[src/rsf_pkg.sv]
// ---------------------------------------------------------------------------
// rsf_pkg
// Shared types and register indexes for the radial shockwave force block.
// ---------------------------------------------------------------------------
package rsf_pkg;

   localparam int CSR_IDX_W = 3;

   localparam logic [CSR_IDX_W-1:0] CSR_EPICENTER_X = 3'd0;
   localparam logic [CSR_IDX_W-1:0] CSR_EPICENTER_Y = 3'd1;
   localparam logic [CSR_IDX_W-1:0] CSR_INTENSITY   = 3'd2;
   localparam logic [CSR_IDX_W-1:0] CSR_LIFESPAN    = 3'd3;
   localparam logic [CSR_IDX_W-1:0] CSR_VELOCITY    = 3'd4;

   localparam logic OP_TICK  = 1'b0;
   localparam logic OP_JOINT = 1'b1;

   // Command to the iterative square root / divide unit.
   typedef struct packed {
      logic start;
      logic sqrt;
   } rsf_iter_cmd_type;

endpackage

[src/rsf_iter.sv]
// ---------------------------------------------------------------------------
// rsf_iter
// Iterative unit: 64-bit integer square root or 64/32 division, one result
// bit per cycle.
// ---------------------------------------------------------------------------
module rsf_iter (
   input  logic                      clock,
   input  logic                      reset,
   input  rsf_pkg::rsf_iter_cmd_type cmd,
   input  logic [63:0]               radicand,
   input  logic [31:0]               rem_init,
   input  logic [31:0]               num_lo,
   input  logic [31:0]               den,
   output logic                      busy,
   output logic                      done,
   output logic [31:0]               result
);
   import rsf_pkg::*;

   logic        busy_ff, done_ff, sqrt_ff;
   logic [4:0]  cnt_ff;
   logic [63:0] acc_ff, res_ff;
   logic [31:0] sh_ff, den_ff;

   logic [5:0]  bit_pos;
   logic [63:0] bit_v, sum_s;
   logic        ge_s, ge_d;
   logic [32:0] t_d;

   always_comb begin
      bit_pos = 6'd62 - {cnt_ff, 1'b0};
      bit_v   = 64'd1 << bit_pos;
      sum_s   = res_ff + bit_v;
      ge_s    = acc_ff >= sum_s;
      t_d     = {acc_ff[31:0], sh_ff[31]};
      ge_d    = t_d >= {1'b0, den_ff};
   end

   always_ff @(posedge clock) begin
      if (reset) begin
         busy_ff <= 1'b0;
         done_ff <= 1'b0;
         cnt_ff  <= '0;
      end else begin
         done_ff <= 1'b0;
         if (cmd.start) begin
            busy_ff <= 1'b1;
            cnt_ff  <= '0;
         end else if (busy_ff) begin
            cnt_ff <= cnt_ff + 5'd1;
            if (cnt_ff == 5'd31) begin
               busy_ff <= 1'b0;
               done_ff <= 1'b1;
            end
         end
      end
   end

   always_ff @(posedge clock) begin
      if (cmd.start) begin
         sqrt_ff <= cmd.sqrt;
         res_ff  <= '0;
         sh_ff   <= num_lo;
         den_ff  <= den;
         acc_ff  <= cmd.sqrt ? radicand : {32'd0, rem_init};
      end else if (busy_ff) begin
         if (sqrt_ff) begin
            if (ge_s) begin
               acc_ff <= acc_ff - sum_s;
               res_ff <= (res_ff >> 1) + bit_v;
            end else begin
               res_ff <= res_ff >> 1;
            end
         end else begin
            acc_ff <= ge_d ? 64'(t_d - {1'b0, den_ff}) : 64'(t_d);
            res_ff <= {res_ff[62:0], ge_d};
            sh_ff  <= {sh_ff[30:0], 1'b0};
         end
      end
   end

   assign busy   = busy_ff;
   assign done   = done_ff;
   assign result = res_ff[31:0];

endmodule
[config.mk]
export PLATFORM = sky130hd
export DESIGN_NAME = rsf_iter
export DESIGN_NICKNAME = d
export VERILOG_FILES = /design/src/rsf_pkg.sv /design/src/rsf_iter.sv
export SDC_FILE = /design/constraint.sdc
export NUM_CORES = 1
export LEC_CHECK = 0
export BUFFER_PORTS_ARGS = -buffer_cell sky130_fd_sc_hd__buf_2
export CAP_MARGIN = 0
export CORE_MARGIN = 2
export CORE_UTILIZATION = 30
export DETAILED_ROUTE_END_ITERATION = 7
export RECOVER_POWER = 50
export SYNTH_ARGS = -nofsm -noshare
export SYNTH_HDL_FRONTEND = slang
export SYNTH_SLANG_ARGS = --single-unit
export TNS_END_PERCENT = 30
[constraint.sdc]
create_clock -name clock -period 10.15 [get_ports clock]
set_clock_uncertainty 0.05 [all_clocks]
set_input_delay 0.5075 -clock clock [delete_from_list [all_inputs] [get_ports clock]]
set_output_delay 0.5075 -clock clock [all_outputs]
set_load 0.05 [all_outputs]
* Word level (Yosys, flattened, before mapping)
Index checks and enable logic that the tools add are counted.
Widths: inputs -> output; s select.
** Operators by class
- Add/subtract/negate cells :: 6
- Multiply operators :: 0
- Divide/modulo/power cells :: 0
- Magnitude comparators :: 2
- Eq/ne operators :: 3
- Shift operators :: 1
- Muxes and demuxes :: 15
- Bitwise logic cells :: 1
- Reduce and logical (&&, ||, !) cells :: 5
** Operators by type and width (count)
- $mux 64 :: 8
- $mux 32 :: 3
- $add 63x64->64 :: 1
- $add 64x64->64 :: 1
- $ge 64x64->1 :: 1
- $shl 1x6->64 const A :: 1
- $sub 64x64->64 :: 1
- $sub 33x32->34 :: 1
- $ge 33x32->1 :: 1
- $sub 6x6->6 const A :: 1
- $add 5x1->5 const B :: 1
- $eq 5x5->1 const B :: 1
- $mux 1 :: 4
- $reduce_and 2->1 :: 2
- $ne 3x2->1 const B :: 1
- $reduce_or 3->1 :: 1
- $ne 2x2->1 const B :: 1
- $reduce_bool 2->1 :: 1
- $reduce_or 2->1 :: 1
- $not 1->1 :: 1
** Storage, ports and cells
- Flip-flop bits (word level) :: 200
- Bits in latches :: 0
- Bits in writable memories :: 0
- ROM bits :: 0
- Input bits :: 164
- Output and inout port bits :: 34
- Logic and storage cells :: 41
- Memories kept :: 0

* Longest topological paths before layout
Gate-level depths: netlist of the first run.
- Word-level depth :: 8
- Gate-level depth with buffers :: 29

* Least setup slack after synthesis of the first run
Ideal clock, no wire load.
- Path kind :: register to register
- Start point :: register cnt_ff[0]
- End point :: register acc_ff[0], enable pin
- Arrival :: 6.872 ns
- Required time :: 9.679 ns
- Path slack :: 2.808 ns
- Cell stages (with the launch flop) :: 27
- Path buffers :: 3
- Clock period less this slack :: 7.342 ns
- Cells stage by stage :: dfxtp_1 ha_1 ha_1 and3_1 ha_1 ha_1 a41oi_1 o31ai_1 a31oi_1 a211oi_1 o41a_1 a211o_1 a21oi_1 nor2_1 o31ai_1 xor2_1 ha_1 clkbuf_1 and3_1 nand3_1 nor2_1 nand3_1 or4_1 nand3_1 buf_2 buf_2 a21o_1
** On the way
- Cells in the longest elaborated chain, start to end :: 6
** Ends and longest elaborated chain
- start: declaration :: line rsf_iter.sv:21 : logic [4:0] cnt_ff;
- start signal: assignment :: line rsf_iter.sv:50 : cnt_ff <= cnt_ff + 5'd1;
- $sub 6x6->6 :: line rsf_iter.sv:31 : bit_pos = 6'd62 - {cnt_ff, 1'b0};
- $shl 1x6->64 :: line rsf_iter.sv:32 : bit_v = 64'd1 << bit_pos;
- $add 64x64->64 :: line rsf_iter.sv:33 : sum_s = res_ff + bit_v;
- $ge 64x64->1 :: line rsf_iter.sv:34 : ge_s = acc_ff >= sum_s;
- $ne 3x2->1 (no source line)
- $reduce_and 2->1 (no source line)
- end signal: assignment :: line rsf_iter.sv:65 : acc_ff <= cmd.sqrt ? radicand : {32'd0, rem_init};
- end signal: assignment :: line rsf_iter.sv:69 : acc_ff <= acc_ff - sum_s;
- end signal: assignment :: line rsf_iter.sv:75 : acc_ff <= ge_d ? 64'(t_d - {1'b0, den_ff}) : 64'(t_d);
- end: declaration :: line rsf_iter.sv:22 : logic [63:0] acc_ff, res_ff;
No other way between the ends.
A chain may end at the register's enable or synchronous reset.

* Worst setup path in the final report of the first run
- Start point :: register cnt_ff[0]
- End point :: register acc_ff[5], enable pin
The elaborated chain is that of the path after synthesis.

==> results of run 1 <==
[metrics by stage]
step	hold WS (ns)	std cells	area (um^2)	setup WS, ns
global route	0.106	3486	22500	1.47
detailed placement	0.483	3454	21900	2.10
finish	0.118	3486	22500	1.95
floorplan	0.458	2540	20500	2.81
global placement	0.477	3454	21900	2.32
CTS	0.0855	3486	22500	2.10
[worst register-to-register path, stage by stage (launching register included)]
cell and delay, ns:
dfxtp_1 0.37, ha_1 0.25, ha_1 0.23, and3_1 0.24, ha_1 0.21, ha_1 0.23
a41oi_1 0.25, o31ai_1 0.15, a31oi_1 0.38, a211oi_1 0.24, o41a_1 0.45, a211o_1 0.36
a21oi_1 0.43, o21ai_0 0.20, xnor2_1 0.17, ha_1 0.44, nand3_1 0.15, or3_1 0.40
nor2_1 0.20, nand3_1 0.14, or4_1 0.57, nand3_1 0.11, buf_4 0.44, a21o_2 0.72
buf_4 0.46
[layer usage]
metal | wire, um | up-vias
met1 | 31400 | 9221
met3 | 4960 | 67
met5 | 13 | -
met4 | 1130 | 2
li1 | - | 9543
met2 | 30800 | 672
[sequential cells by signal, indices dropped and copies added, names as in the netlist]
signal / count
acc_ff: 64
busy: 1
cnt_ff: 5
den_ff: 32
done: 1
res_ff: 64
sh_ff: 32
sqrt_ff: 1
[synth_stat cells (all sizes together) (13+ instances only)]
library cell / number / area [um^2]
a211o: 19 / 166
a211oi: 32 / 245
a21boi: 16 / 120
a21o: 57 / 428
a21oi: 194 / 978
a221oi: 19 / 166
a31o: 13 / 114
a31oi: 77 / 482
and2: 15 / 93.8
and3: 30 / 188
buf: 65 / 417
clkbuf: 113 / 424
dfxtp: 71 / 1420
edfxtp: 129 / 3870
ha: 165 / 2060
inv: 93 / 349
mux2: 45 / 507
mux2i: 50 / 500
nand2: 240 / 901
nand2b: 24 / 150
nand3: 43 / 220
nand4: 46 / 300
nor2: 221 / 832
nor2b: 21 / 131
nor3: 46 / 245
nor3b: 18 / 135
o211ai: 21 / 158
o21a: 29 / 218
o21ai: 193 / 966
o21bai: 26 / 199
o22ai: 18 / 113
o31ai: 19 / 143
or3: 18 / 113
xnor2: 106 / 928
xor2: 90 / 788
[worst paths after layout]
path,start,to,slack (ns),depth (start not counted)
setup / recovery,cnt_ff[0]$_SDFFE_PP0P_,acc_ff[5]$_DFFE_PP_,1.95,24
hold / removal,reset,busy$_SDFF_PP0_,0.12,2
setup reg to reg,cnt_ff[0]$_SDFFE_PP0P_,acc_ff[5]$_DFFE_PP_,1.95,24
hold reg to reg,sh_ff[14]$_DFFE_PP_,sh_ff[15]$_DFFE_PP_,0.51,1
[final cells by class]
type | count | share of cell area (%)
clock buffers | 17 | 1.89
clock inverters | 15 | 0.908
inverters | 93 | 1.55
multi-input cells | 2069 | 62.3
flip-flops and latches | 200 | 23.6
well taps | 873 | 4.86
repair buffers | 219 | 4.84
[logic make-up (layout without fill, tap and decap cells)]
kind of cell / count (synthesis) / after routing
fa+ha+maj: 169 / 169
mux: 95 / 95
buf+inv: 271 / 344
compound gates: 835 / 835
simple gates: 774 / 774
xor+xnor: 196 / 196
flops: 200 / 200
[power by group through the flow]
stage               Sequential, mW  Combinational (mW)  Clock (mW)
finish                        1.24                2.80       0.763
global route                  1.25                3.11       0.804
CTS                           1.24                2.77       0.777
detailed placement            1.25                2.75           0
global placement              1.26                2.76           0
floorplan                     1.16                2.19           0
==> results.json, run 1 <==
{
  "synth_nets": 2871,
  "critPathBufInv": 2,
  "io_buffers": 197,
  "yosysWarnings": 0,
  "cp_cell_sequence": "ha_1 -> ha_1 -> and3_1 -> ha_1 -> ha_1 -> a41oi_1 -> o31ai_1 -> a31oi_1 -> a211oi_1 -> o41a_1 -> a211o_1 -> a21oi_1 -> o21ai_0 -> xnor2_1 -> ha_1 -> nand3_1 -> or3_1 -> nor2_1 -> nand3_1 -> or4_1 -> nand3_1 -> buf_4 -> a21o_2 -> buf_4",
  "cp.required_ns": 10.26,
  "relSlewSlack_pct": -90.5,
  "postCtsHoldBufs": 0,
  "nets": 2931,
  "grtUsageTotal_pct": 19.4,
  "p_total_mw": 4.80,
  "first_global_vias": 18603,
  "startpoint_type": "register",
  "start_util_pct": 30.4,
  "grt_util_met1_pct": 26.4,
  "fp.dieH_um": 265,
  "overflow": 0,
  "cp_top_family": "compound AO/OA/AOI/OAI gates",
  "synth_edf_count": 129,
  "tns_ns": 0,
  "cpMostUsedCell": "ha_1",
  "wl_um": 68300,
  "cap_violations": 8,
  "dieArea_um2": 70400,
  "coreArea_um2": 67400,
  "grt_pass1_wl_um": 108000,
  "synth_top_family_by_area": "compound AO/OA/AOI/OAI gates",
  "synth_ff_type": "edfxtp_1",
  "slowest_delay_ns": 0.69,
  "fmax_ghz": 0.122,
  "numCtsBuffers": 17,
  "cts_max_path_buffers": 2,
  "netlist_instances": 2540,
  "ctsResizeCount": 0,
  "antenna_found_initial": 4,
  "dieWidth_um": 265,
  "rsz0062_at_grt": "false",
  "violations": "capacitance limit, slew limit",
  "grt_max_degree": 61,
  "crit_slowest_cell": "a21o_2",
  "fin_crit_ns": 8.20,
  "vias": 19505,
  "synth.area.mux_share_pct": 4.92,
  "nFillCells": 7095,
  "synth_compound_area_share_pct": 26.6,
  "grt_most_used_layer": "met2",
  "mostFrequentLayoutCells": "nand2_1, nor2_1, a21oi_1, o21ai_0, ha_1",
  "finalCritPeriodShare_pct": 80.8,
  "cp.arrival_ns": 8.31,
  "globalRouteMet3Util_pct": 4.04,
  "areaGrowthSynthToFinish_pct": 9.66,
  "root_buffer": "clkbuf_16",
  "slew_violations": 373,
  "antennaDiodeCount": 0,
  "setup_viol": 0,
  "powerDensity_nw_per_um2": 214,
  "routedWlPerCell_um": 19.6,
  "detail_route.vias_per_cell": 5.60,
  "finalWeightedCongestion": 0.952,
  "antenna_left": 0,
  "synthSimpleGateAreaFrac_pct": 18.1,
  "yosys.cell_types.count": 88,
  "final_common_cell": "nand2_1",
  "multi_input_area_um2": 14000,
  "seqPwrFrac_pct": 25.8,
  "post-route-util_pct": 33.3,
  "drt_pass1_iterations": 8,
  "synthXorXnorAreaFrac_pct": 8.38,
  "tightestPinTransition_ns": 2.86,
  "drive_gt1_share_pct": 11.4,
  "synth_fa_ha_area_share_pct": 10.4,
  "clkPwrFrac_pct": 15.9,
  "use_met2_pct": 31.3,
  "io_pins": 198,
  "p_int_mw": 2.51,
  "ys_seq_elements": 200,
  "syn_area_um2": 20500,
  "first_iter_violations": 1854,
  "critical_path_class": "reg -> reg",
  "vdd_drop_max_uv": 165,
  "place_hpwl_um": 53100,
  "power.leakage_nw": 8.52,
  "p_switching_mw": 2.29,
  "cts_tree": "built",
  "hold_viol": 0,
  "num_rows": 95,
  "drc": 0,
  "ys_async_sr_fraction_pct": 0,
  "hold_path.class": "in -> reg",
  "clk_pin_slew_ns": 0.10,
  "regArea_um2": 5300,
  "clock_latency_ns": 0.50,
  "cts_htree_levels": 4,
  "p_comb_share_pct": 58.3,
  "sw_frac_of_total_pct": 47.7,
  "crit_fanout": 41,
  "yosysSeqAreaShare_pct": 25.9,
  "endpoint_kind": "register",
  "outcome": "finished with violations",
  "post-cts-setup-buffers": 0,
  "clock-sinks": 200,
  "synth_area_per_cell_um2": 8.06
}
No activity file was read; power rests on OpenSTA's default activity.
==> run 2: changes to the inputs <==
==> constraint.sdc (replaced) <==
create_clock -name clock -period 7.6 [get_ports clock]
set_clock_uncertainty 0.05 [all_clocks]
set_input_delay 0.38 -clock clock [delete_from_list [all_inputs] [get_ports clock]]
set_output_delay 0.38 -clock clock [all_outputs]
set_load 0.05 [all_outputs]
==> run 2 against run 1 <==
The run still ends with capacitance limit, slew limit left. Hold slack worse by 0.096 ns. Routed wire length rose by 0.36%. Sequential power is 31% higher. Critical path type unchanged. Non-clock buffer count increased by 52. Via count grew 1.0%. Utilization increased by 0.81 points. Count of clock-buffer cells in the layout unchanged. Combinational power is 38% higher.
==> results.json, run 2 (same netlist as run 1, synthesis figures left out) <==
{
  "clk_pin_slew_ns": 0.09,
  "vdd_drop_max_uv": 152,
  "ff2ff_path_depth": 26,
  "detail_route.vias_per_cell": 5.57,
  "tns_ns": 0,
  "crit_start": "cnt_ff[3]$_SDFFE_PP0P_",
  "dieWidth_um": 265,
  "p_total_mw": 6.53,
  "dieArea_um2": 70400,
  "slowest_delay_ns": 0.65,
  "nFillCells": 7142,
  "slew_violations": 344,
  "cp.required_ns": 7.92,
  "clock-sinks": 200,
  "fmax_ghz": 0.143,
  "first_iter_violations": 1701,
  "powerDensity_nw_per_um2": 284,
  "areaGrowthSynthToFinish_pct": 12.3,
  "fin_crit_ns": 7.01,
  "finalWeightedCongestion": 0.970,
  "routedWlPerCell_um": 19.4,
  "power.leakage_nw": 8.80,
  "endpoint_kind": "register",
  "startpoint_type": "register",
  "place_hpwl_um": 53300,
  "io_buffers": 197,
  "num_rows": 95,
  "cp_top_family": "simple AND/OR/NAND/NOR gates",
  "cap_violations": 7,
  "top_regs": "acc_ff: 64 flops, res_ff: 64 flops",
  "io_pins": 198,
  "r2r-end": "res_ff[9]$_SDFFE_PP0P_",
  "post-cts-setup-buffers": 0,
  "numCtsBuffers": 17,
  "cts_max_path_buffers": 2,
  "cts_htree_levels": 4,
  "critical_path_class": "reg -> reg",
  "antenna_found_initial": 2,
  "grt_max_degree": 75,
  "start_util_pct": 30.4,
  "hp-start": "den[27]",
  "drc": 0,
  "nets": 2983,
  "antenna_left": 0,
  "tightestPinTransition_ns": 3.35,
  "r2r_slack_ns": 0.59,
  "drive_gt1_share_pct": 12.3,
  "hold_viol": 0,
  "overflow": 0,
  "worstReg2RegStart": "cnt_ff[3]$_SDFFE_PP0P_",
  "root_buffer": "clkbuf_16",
  "multi_input_area_um2": 14000,
  "outcome": "finished with violations",
  "wl_um": 68500,
  "grtUsageTotal_pct": 19.2,
  "final_common_cell": "nand2_1",
  "drt_pass1_iterations": 6,
  "violations": "capacitance limit, slew limit",
  "setup_viol": 0,
  "relSlewSlack_pct": -123,
  "cts_tree": "built",
  "mostFrequentLayoutCells": "nand2_1, nor2_1, a21oi_1, o21ai_0, ha_1",
  "cp.arrival_ns": 7.33,
  "crit_fanout": 27,
  "crit_slowest_cell": "dfxtp_1",
  "finalCritPeriodShare_pct": 92.3,
  "worstHoldPathCells": 1,
  "vias": 19709,
  "clock_latency_ns": 0.50,
  "critPathBufInv": 2,
  "first_global_vias": 18713,
  "rsz0062_at_grt": "false",
  "coreArea_um2": 67400,
  "fp.dieH_um": 265,
  "grt_pass1_wl_um": 107000,
  "regArea_um2": 5300,
  "hold_path.class": "in -> reg",
  "whs_endpoint": "den_ff[27]$_DFFE_PP_"
}
run 2: cell count changes in the layout (fill, tap and decap cells not counted), moves of 2 or more:
cell / before / now
buf_12: 0 / 3
buf_4: 16 / 40
clkinv_8: 5 / 3
dlygate4sd3_1: 0 / 26
inv_12: 3 / 5
inv_16: 1 / 3
run 2: where the power goes:
group	switching [mW]	internal, mW	total, mW
Clock	0.584	0.474	1.06
Sequential	0.193	1.43	1.63
Combinational	2.29	1.55	3.85
run 2: per-stage QoR:
step | utilization, % | hold slack (ns) | setup slack (ns) | std cells | area, um^2
floorplan | - | 0.402 | 0.258 | 2540 | 20500
global placement | 32.8 | 0.479 | 0.558 | 3480 | 22100
detailed placement | 32.8 | 0.484 | 0.457 | 3480 | 22100
CTS | 34.1 | 0.000275 | 0.428 | 3532 | 23000
global route | 34.1 | 0.000182 | 0.0445 | 3539 | 23000
finish | 34.1 | 0.0216 | 0.586 | 3539 | 23000
run 2: final cells by class:
cell class | count | area share (%)
multi-input combinational | 2069 | 60.9
timing repair buffer | 271 | 6.88
inverter | 93 | 1.52
sequential | 200 | 23.0
antenna | 1 | 0.0109
tap | 873 | 4.75
clock buffer | 17 | 1.85
clock inverter | 15 | 1.00
run 2: metal layers:
layer / wire length [um] / global-route usage (%) / up-vias
met5: 0 / 0 / -
met4: 1750 / 5.76 / 0
met3: 4890 / 4.35 / 106
met2: 30400 / 30.2 / 642
met1: 31500 / 26.0 / 9314
li1: - / - / 9647
run 2: worst reg2reg max path, stage by stage, from the launching register on:
cell	delay, ns
dfxtp_1	0.65
nand2b_1	0.31
nor2_1	0.11
ha_1	0.34
a31oi_1	0.24
o21ai_0	0.13
a21o_1	0.22
a211o_1	0.26
a21oi_1	0.33
o211ai_1	0.30
buf_4	0.23
a31o_2	0.26
a21oi_1	0.20
o21bai_1	0.11
xnor2_1	0.16
ha_1	0.47
and4_1	0.30
nand3_1	0.09
nor2_1	0.15
nand3_1	0.17
or4_1	0.58
and3_2	0.38
buf_4	0.28
or2_1	0.27
xnor2_1	0.12
a21oi_1	0.15
nor2_1	0.05
run 2: timing repair:
action / in CTS / in global routing
gates resized for setup: 0 / 5
endpoints found under the setup margin: 0 / 23
hold buffers: 20 / 6
hold endpoints to repair: 20 / 6
run 2: worst max-delay path by stage:
stage                         endpoint  cells past startpoint
2_1_floorplan      acc_ff[0]$_DFFE_PP_                     26
3_3_place_gp    res_ff[9]$_SDFFE_PP0P_                     27
3_5_place_dp    res_ff[9]$_SDFFE_PP0P_                     27
4_1_cts         res_ff[9]$_SDFFE_PP0P_                     27
5_1_grt        res_ff[58]$_SDFFE_PP0P_                     26
6_report        res_ff[9]$_SDFFE_PP0P_                     26
==> run 3: changes to the inputs <==
--- a/config.mk
+++ b/config.mk
@@ -5,6 +5,7 @@
 export SDC_FILE = /design/constraint.sdc
 export NUM_CORES = 1
 export LEC_CHECK = 0
+export ABC_AREA = 1
 export BUFFER_PORTS_ARGS = -buffer_cell sky130_fd_sc_hd__buf_2
 export CAP_MARGIN = 0
 export CORE_MARGIN = 2
==> run 3 against run 2 <==
The flow still finishes with violations (capacitance limit, slew limit). Register-to-register slack worse by 0.10 ns. Fmax is 1.4% lower. Critical path depth is 1 lower. Flip-flop and latch count stayed put. Die area is 21% higher. First-iteration DRC count is 73% higher. Synthesized area is 21% higher. Routed wire length is 57% higher. Global-route usage is 5.6 points higher. Critical path type unchanged.
==> results.json, run 3 <==
{
  "routedWlPerCell_um": 19.5,
  "crit_fanout": 64,
  "final_critical_path_setup_slack_ns": 0.484,
  "dp.cells": 5448,
  "drc": 0,
  "first_iter_violations": 2943,
  "fp.dieH_um": 292,
  "powerDensity_nw_per_um2": 229,
  "finalCritPeriodShare_pct": 93.6,
  "grtUsageTotal_pct": 24.7,
  "drt_pass1_iterations": 8,
  "drive_gt1_share_pct": 5.67,
  "synth_most_common_cell": "nand2_1",
  "cpMostUsedCell": "nand2_1",
  "synth_nets": 4617,
  "slowest_delay_ns": 0.74,
  "post-cts-setup-buffers": 0,
  "wl_um": 108000,
  "critPathBufInv": 4,
  "dp_slack_ns": 0.608,
  "fmax_ghz": 0.141,
  "post-route-util_pct": 33.7,
  "grt_max_degree": 120,
  "grt_pass1_wl_um": 161000,
  "power.leakage_nw": 11.8,
  "coreArea_um2": 82100,
  "ys_async_sr_fraction_pct": 0,
  "mostFrequentLayoutCells": "nand2_1, inv_1, nor2_1, a21oi_1, o21ai_0",
  "synth_area_per_cell_um2": 5.80,
  "clk_pin_slew_ns": 0.09,
  "violations": "capacitance limit, slew limit",
  "cts_tree": "built",
  "overflow": 0,
  "startpoint_type": "register",
  "place_hpwl_um": 88200,
  "finalWeightedCongestion": 1.00,
  "first_global_vias": 27220,
  "dieWidth_um": 292,
  "endpoint_kind": "register",
  "start_util_pct": 30.3,
  "vias": 28827,
  "synth_common_cells": "nand2_1, inv_1, nor2_1",
  "nets": 4760,
  "cp.required_ns": 7.45,
  "setup_viol": 0,
  "synthTopCellsByArea": "nand2_1, edfxtp_1, inv_1, nor2_1, ha_1",
  "yosys.cell_types.count": 50,
  "synth_edf_count": 129,
  "yosysSeqAreaShare_pct": 21.3,
  "ys_seq_elements": 200,
  "cts_max_path_buffers": 2,
  "antenna_found_initial": 3,
  "hold_path.class": "in -> reg",
  "cp_top_family": "simple AND/OR/NAND/NOR gates",
  "areaGrowthSynthToFinish_pct": 11.1,
  "cts_htree_levels": 4,
  "tightestPinTransition_ns": 3.40,
  "io_buffers": 197,
  "clock_latency_ns": 0.52,
  "vdd_drop_max_uv": 186,
  "tns_ns": 0,
  "root_buffer": "clkbuf_16",
  "num_rows": 105,
  "antenna_left": 0,
  "fin_crit_ns": 7.12,
  "cap_violations": 8,
  "yosys.area.top_type_share_pct": 19.8,
  "top_regs": "acc_ff: 64 flops, res_ff: 64 flops",
  "hold_viol": 0,
  "crit_slowest_cell": "nand3_4",
  "slew_violations": 336,
  "outcome": "finished with violations",
  "critical_path_class": "reg -> reg",
  "netlist_instances": 4286,
  "numCtsBuffers": 17,
  "cp.arrival_ns": 6.97,
  "relSlewSlack_pct": -127,
  "final_cells": 5512,
  "dieArea_um2": 85200,
  "io_pins": 198,
  "synth_ff_type": "edfxtp_1",
  "final_common_cell": "nand2_1",
  "syn_area_um2": 24900,
  "detail_route.vias_per_cell": 5.23,
  "yosysWarnings": 0,
  "rsz0062_at_grt": "false",
  "clock-sinks": 200,
  "antennaDiodeCount": 0,
  "yosysTopAreaCell": "nand2_1"
}
run 3: changes by cell type in the layout (fill, tap and decap cells not counted), moves of 46 or more:
cell | before | now
nand2_1 | 240 | 1309
inv_1 | 93 | 582
nor2_1 | 219 | 563
nand3_1 | 42 | 268
o21ai_0 | 166 | 300
a21oi_1 | 192 | 313
xnor2_1 | 106 | 37
a31oi_1 | 76 | 9
mux2i_1 | 50 | 0
a21o_1 | 56 | 10
nand3b_1 | 1 | 47
run 3: per-stage QoR:
step                      hold WS (ns)  power (mW)  area (um^2)
final                           0.0679        6.32        27600
after global placement           0.440        5.23        26800
after global routing            0.0599        6.80        27600
after CTS                       0.0381        6.27        27700
after detailed placement         0.446        5.23        26800
after floorplan                  0.406        4.12        24900
run 3: worst min-delay path: cells and delay by family:
kind / cells / cell delay, ns
buf+inv: 2 / 0.11
simple gates: 1 / 0.04
run 3: kinds of logic (layout without fill, tap and decap cells):
logic type,count (synthesis),count (layout),synth area share [%]
buf+inv,728,884,11.8
xor+xnor,104,104,3.66
compound gates,752,752,16.3
simple gates,2335,2335,38.5
flops,200,200,21.3
fa+ha+maj,167,167,8.46
run 3: final cells by class:
| cell class | instances | area (um^2) |
|---|---|---|
| inverters | 592 | 2220 |
| clock buffers | 19 | 433 |
| fillers | 9283 | 54500 |
| flip-flops and latches | 200 | 5300 |
| well taps | 1070 | 1340 |
| repair buffers | 260 | 1500 |
| clock inverters | 13 | 159 |
| multi-input cells | 3358 | 16700 |
run 3: routing by layer:
layer,routed length (um),global-route usage [%]
met1,47900,33.8
met2,47600,39.5
met3,8490,3.84
met4,3640,8.52
met5,24,0
run 3: worst paths after layout:
check | from | endpoint | slack, ns | cells past startpoint
min reg2reg | sh_ff[13]$_DFFE_PP_ | sh_ff[14]$_DFFE_PP_ | 0.46 | 2
max | cnt_ff[0]$_SDFFE_PP0P_ | acc_ff[40]$_DFFE_PP_ | 0.48 | 25
max reg2reg | cnt_ff[0]$_SDFFE_PP0P_ | acc_ff[40]$_DFFE_PP_ | 0.48 | 25
min | num_lo[0] | sh_ff[0]$_SDFFCE_PN0P_ | 0.07 | 3
run 3: repair_timing:
| item | CTS | global route |
|---|---|---|
| resized for setup | 0 | 0 |
| endpoints found under the hold margin | 32 | 0 |
| hold buffers | 32 | 0 |
run 3: where the power goes:
| group | internal [mW] | switching, mW | leakage, nW |
|---|---|---|---|
| registers | 1.37 | 0.197 | 1.89 |
| clock network | 0.496 | 0.517 | 0.284 |
| logic | 1.15 | 2.59 | 9.58 |
| total | 3.02 | 3.30 | 11.8 |
